$ cat src/hdl/msra_pkg.sv
package msra_pkg;

  localparam int CMD_W      = 2;
  localparam int SET_W      = 2;
  localparam int CELL_W     = 10;
  localparam int REGION_W   = 6;
  localparam int VALUE_W    = 32;
  localparam int BIN_W      = 48;
  localparam int STATUS_W   = 2;
  localparam int CFG_W      = 3;
  localparam int SET_FW     = 4;

  localparam int DEF_NUM_SETS    = 4;
  localparam int DEF_NUM_CELLS   = 1024;
  localparam int DEF_NUM_BINS    = 64;
  localparam int DEF_QUEUE_DEPTH = 4;

  localparam logic [CFG_W-1:0] SETS_RESET = 3'd1;

  localparam logic signed [BIN_W-1:0] BIN_MAX = 48'sh7FFF_FFFF_FFFF;
  localparam logic signed [BIN_W-1:0] BIN_MIN = 48'sh8000_0000_0000;

  localparam logic [STATUS_W-1:0] STATUS_OK    = 2'd0;
  localparam logic [STATUS_W-1:0] STATUS_RANGE = 2'd1;
  localparam logic [STATUS_W-1:0] STATUS_SAT   = 2'd2;

  typedef enum logic [CMD_W-1:0] {
    CMD_CLEAR     = 2'd0,
    CMD_MAP_WRITE = 2'd1,
    CMD_ADD       = 2'd2,
    CMD_READ      = 2'd3
  } cmd_t;

  typedef enum logic [1:0] {
    OP_CLEAR = 2'd0,
    OP_NOTE  = 2'd1,
    OP_ADD   = 2'd2,
    OP_READ  = 2'd3
  } op_kind_t;

  typedef enum logic {
    F_IDLE   = 1'b0,
    F_LOOKUP = 1'b1
  } fstate_t;

  typedef struct packed {
    op_kind_t              kind;
    logic [SET_FW-1:0]     set_sel;
    logic [REGION_W-1:0]   region;
    logic [VALUE_W-1:0]    value;
    logic                  err;
    logic                  last;
  } op_t;

endpackage

$ cat src/hdl/msra_queue.sv
module msra_queue #(
  parameter int DEPTH = msra_pkg::DEF_QUEUE_DEPTH
) (
  input  logic           clk,
  input  logic           rst,
  input  logic           push,
  input  msra_pkg::op_t  push_op,
  output logic           full,
  input  logic           pop,
  output logic           valid,
  output msra_pkg::op_t  head
);
  import msra_pkg::*;

  localparam int PTR_W = (DEPTH > 1) ? $clog2(DEPTH) : 1;
  localparam int CNT_W = $clog2(DEPTH + 1);

  op_t              slots [DEPTH];
  logic [PTR_W-1:0] wr_ptr;
  logic [PTR_W-1:0] rd_ptr;
  logic [CNT_W-1:0] count;

  assign full  = (count == CNT_W'(DEPTH));
  assign valid = (count != '0);
  assign head  = slots[rd_ptr];

  always_ff @(posedge clk) begin
    if (rst) begin
      wr_ptr <= '0;
      rd_ptr <= '0;
      count  <= '0;
    end else begin
      if (push) begin
        wr_ptr <= (wr_ptr == PTR_W'(DEPTH - 1)) ? '0 : wr_ptr + 1'b1;
      end
      if (pop) begin
        rd_ptr <= (rd_ptr == PTR_W'(DEPTH - 1)) ? '0 : rd_ptr + 1'b1;
      end
      if (push && !pop) begin
        count <= count + 1'b1;
      end else if (pop && !push) begin
        count <= count - 1'b1;
      end
    end
  end

  always_ff @(posedge clk) begin
    if (push) begin
      slots[wr_ptr] <= push_op;
    end
  end

`ifndef NO_ASSERTIONS
  a_no_overflow: assert property (@(posedge clk) disable iff (rst)
    push |-> (!full || pop))
    else $error("push into full queue");
`endif

endmodule

$ cat config.mk
export PLATFORM = sky130hd
export DESIGN_NAME = msra_queue
export DESIGN_NICKNAME = d
export VERILOG_FILES = /design/src/hdl/msra_pkg.sv /design/src/hdl/msra_queue.sv
export SDC_FILE = /design/constraint.sdc
export NUM_CORES = 1
export LEC_CHECK = 0
export BUFFER_PORTS_ARGS = -buffer_cell sky130_fd_sc_hd__buf_4
export CAP_MARGIN = 20
export CORE_UTILIZATION = 51
export DETAILED_ROUTE_END_ITERATION = 16
export PLACE_DENSITY = 0.73
export SLEW_MARGIN = 30
export SYNTH_ARGS = -nofsm -noshare
export SYNTH_HDL_FRONTEND = slang
export SYNTH_SLANG_ARGS = --single-unit
export TNS_END_PERCENT = 20
$ cat constraint.sdc
create_clock -name clk -period 2.2 [get_ports clk]
set_input_delay 0 -clock clk [delete_from_list [all_inputs] [get_ports clk]]
set_output_delay 0 -clock clk [all_outputs]
set_load 0.01 [all_outputs]
==> impl_metrics.ini <==
[synth]
yosys_warnings = 0
syn_avg_cell_area_um2 = 25.1
synth-seq-area-share_pct = 79.9
netlist_area_um2 = 7140
ys_seq_elements = 193
syn_inst = 284
synth_cell_types = 19
synth_nets = 341

[grt]
grt_antenna_before_repair = 1
grt_use_met1_pct = 25.5
grt.total_usage_pct = 18.9
grt_max_degree = 47
grt_pass1_wl_mm = 19.4
use_met3_pct = 5.14
grt_overflow = 0
grtUsageMet2_pct = 29.3
top_usage_layer = met2
grt_pass1_vias = 3582

[clock_network]
hold_buffers = 49
cts_setup_buffers = 0
clk_pin_slew_ns = 0.06
cts_tree = built
clock-sinks = 193
clk_path_buf_depth = 2
root_buffer = clkbuf_16
cts_resized = 0
cts_buffers = 17
clock_latency_ns = 0.42
htree_num_levels = 4

[hold_path]
hold_class = in -> reg
worstHoldStart = push_op[10]
hold_end = slots[3][10]
min_path_cells = 2

[worst_setup_path]
reg2reg_slack_ns = 0.71
cp.arrival_ns = 2.03
max_stage_delay_ns = 0.58
timing.rr.end = slots[3][1]
cp_top_family = multiplexers
critPathSlowestCell = mux4_1
crit_buf_inv = 2
regToRegStartpoint = wr_ptr[0]
cp_cell_sequence = buf_4 > mux4_1 > buf_4
crit_fanout = 15
crit_required_ns = 2.20
path_class = reg -> out
cp-end-kind = primary output
cp_common_cell = buf_4
rr_worst_depth = 3
crit_path_start_kind = flop

[pwr]
p_leak_nw = 3.20
vdd_drop_max_v = 0.000585
power.density_nw_per_um2 = 886

[die]
fp.dieW_um = 120
ios = 98
start_util_pct = 53.1
rows = 42
chipHeight_um = 120
core_um2 = 13500
dieArea_um2 = 14500

[detailed_routing]
via_per_inst = 5.31
first_pass_iters = 4
antenna_left = 0
wire_per_inst_um = 19.6
drt_iter0_markers = 266
via_count = 3399
drt-total-wl_mm = 12.6
drc = 0

[timing]
fin_crit_sh_pct = 92.1
slew_headroom_pct = 69.0
period_minus_slack_ns = 2.03
skew_ns = 0.00589
worstMarginPinSlew_ns = 0.465
slew_violations = 0
grt_setup_unrepaired = false
fmax_mhz = 493
finalSetupViolations = 0
finalSetupTns_ns = 0
hold_viol = 0

[layout]
multi_input_area_um2 = 1310
final_util_pct = 68.1
drive_above_1_share_pct = 39.1
nFillCells = 877
regArea_um2 = 5710
finalInstanceArea_um2 = 9160
area_growth_pct = 28.3
final_nets = 507

[status]
status = finished clean

[placement]
place_hpwl_mm = 7.43
place_area_um2 = 8090
portBuffers = 97
gp_congestion = 0.704

[run]
drv_cap = 0
cell usage after synthesis (all sizes together):
library cell / count / share of area, %
inv: 4 / 0.21
edfxtp: 184 / 77
fa: 1 / 0.28
and2: 4 / 0.35
clkbuf: 1 / 0.070
or3: 2 / 0.18
xor2: 2 / 0.25
mux4: 46 / 15
nor2: 7 / 0.37
nor3b: 2 / 0.21
mux2i: 4 / 0.56
dfxtp: 9 / 2.5
buf: 9 / 1.6
a21oi: 2 / 0.14
ha: 6 / 1.1
o21ai: 1 / 0.070
through the flow:
step	cells	hold WS [ns]	power [mW]	setup slack, ns
after floorplan	284	0.0691	4.75	0.139
after global placement	558	0.200	5.11	0.589
after detailed placement	558	0.204	5.14	0.590
after CTS	639	0.296	8.19	0.111
after global routing	640	0.307	8.38	0.0412
final	640	0.316	8.11	0.173
power breakdown:
group | internal (mW) | switching (mW)
Sequential | 4.20 | 0.0613
Clock | 1.77 | 1.22
Combinational | 0.468 | 0.383
sequential cells by signal (all words and copies together) (netlist names), named ones only:
register	flops
wr_ptr	2
slots	184
count	3
rd_ptr	2
cell type report:
cell class | count | share of cell area [%]
clock buffer | 20 | 4.77
tap | 176 | 2.40
multi-input combinational | 77 | 14.3
antenna | 1 | 0.0273
inverter | 4 | 0.164
timing repair buffer | 157 | 14.5
sequential | 193 | 62.3
clock inverter | 12 | 1.53
worst max-delay path by stage:
stage | startpoint | end | slack [ns] | cells past startpoint
after floorplan | wr_ptr[0] | slots[3][0] | 0.14 | 2
after global placement | flop | head[38] | 0.59 | 3
after detailed placement | flop | head[37] | 0.59 | 3
after CTS | flop | head[37] | 0.11 | 3
after global routing | flop | head[37] | 0.04 | 3
final | flop | head[37] | 0.17 | 3
cells by family (layout without fill, tap and decap cells):
kind of cell               Yosys count  count (layout)  synth area share, %
muxes                               50              50                 15.4
buffers and inverters               14             193                 1.84
and+or+nand+nor                     15              15                 1.10
DFF                                193             193                 79.9
xor gates and xnor gates             2               2                0.245
adders and majority gates            7               7                 1.33
other                                0               1                    0
AOI/OAI and AO/OA                    3               3                0.210
placed cells by master, fill, tap and decap left out, drive strengths merged, types with 3 or more instances in the layout:
| cell type | netlist | layout |
|---|---|---|
| and2 | 4 | 4 |
| buf | 9 | 108 |
| bufinv | 0 | 3 |
| clkbuf | 1 | 20 |
| clkinv | 0 | 8 |
| dfxtp | 9 | 9 |
| dlygate4sd3 | 0 | 49 |
| edfxtp | 184 | 184 |
| ha | 6 | 6 |
| inv | 4 | 5 |
| mux2i | 4 | 4 |
| mux4 | 46 | 46 |
| nor2 | 7 | 7 |
layer usage:
| metal | up-vias | share of wire (%) |
|---|---|---|
| met2 | 116 | 50 |
| met5 | - | 0 |
| li1 | 1533 | - |
| met3 | 14 | 5.2 |
| met4 | 0 | 1.4 |
| met1 | 1736 | 44 |
Power figures use the tool's default switching activity.
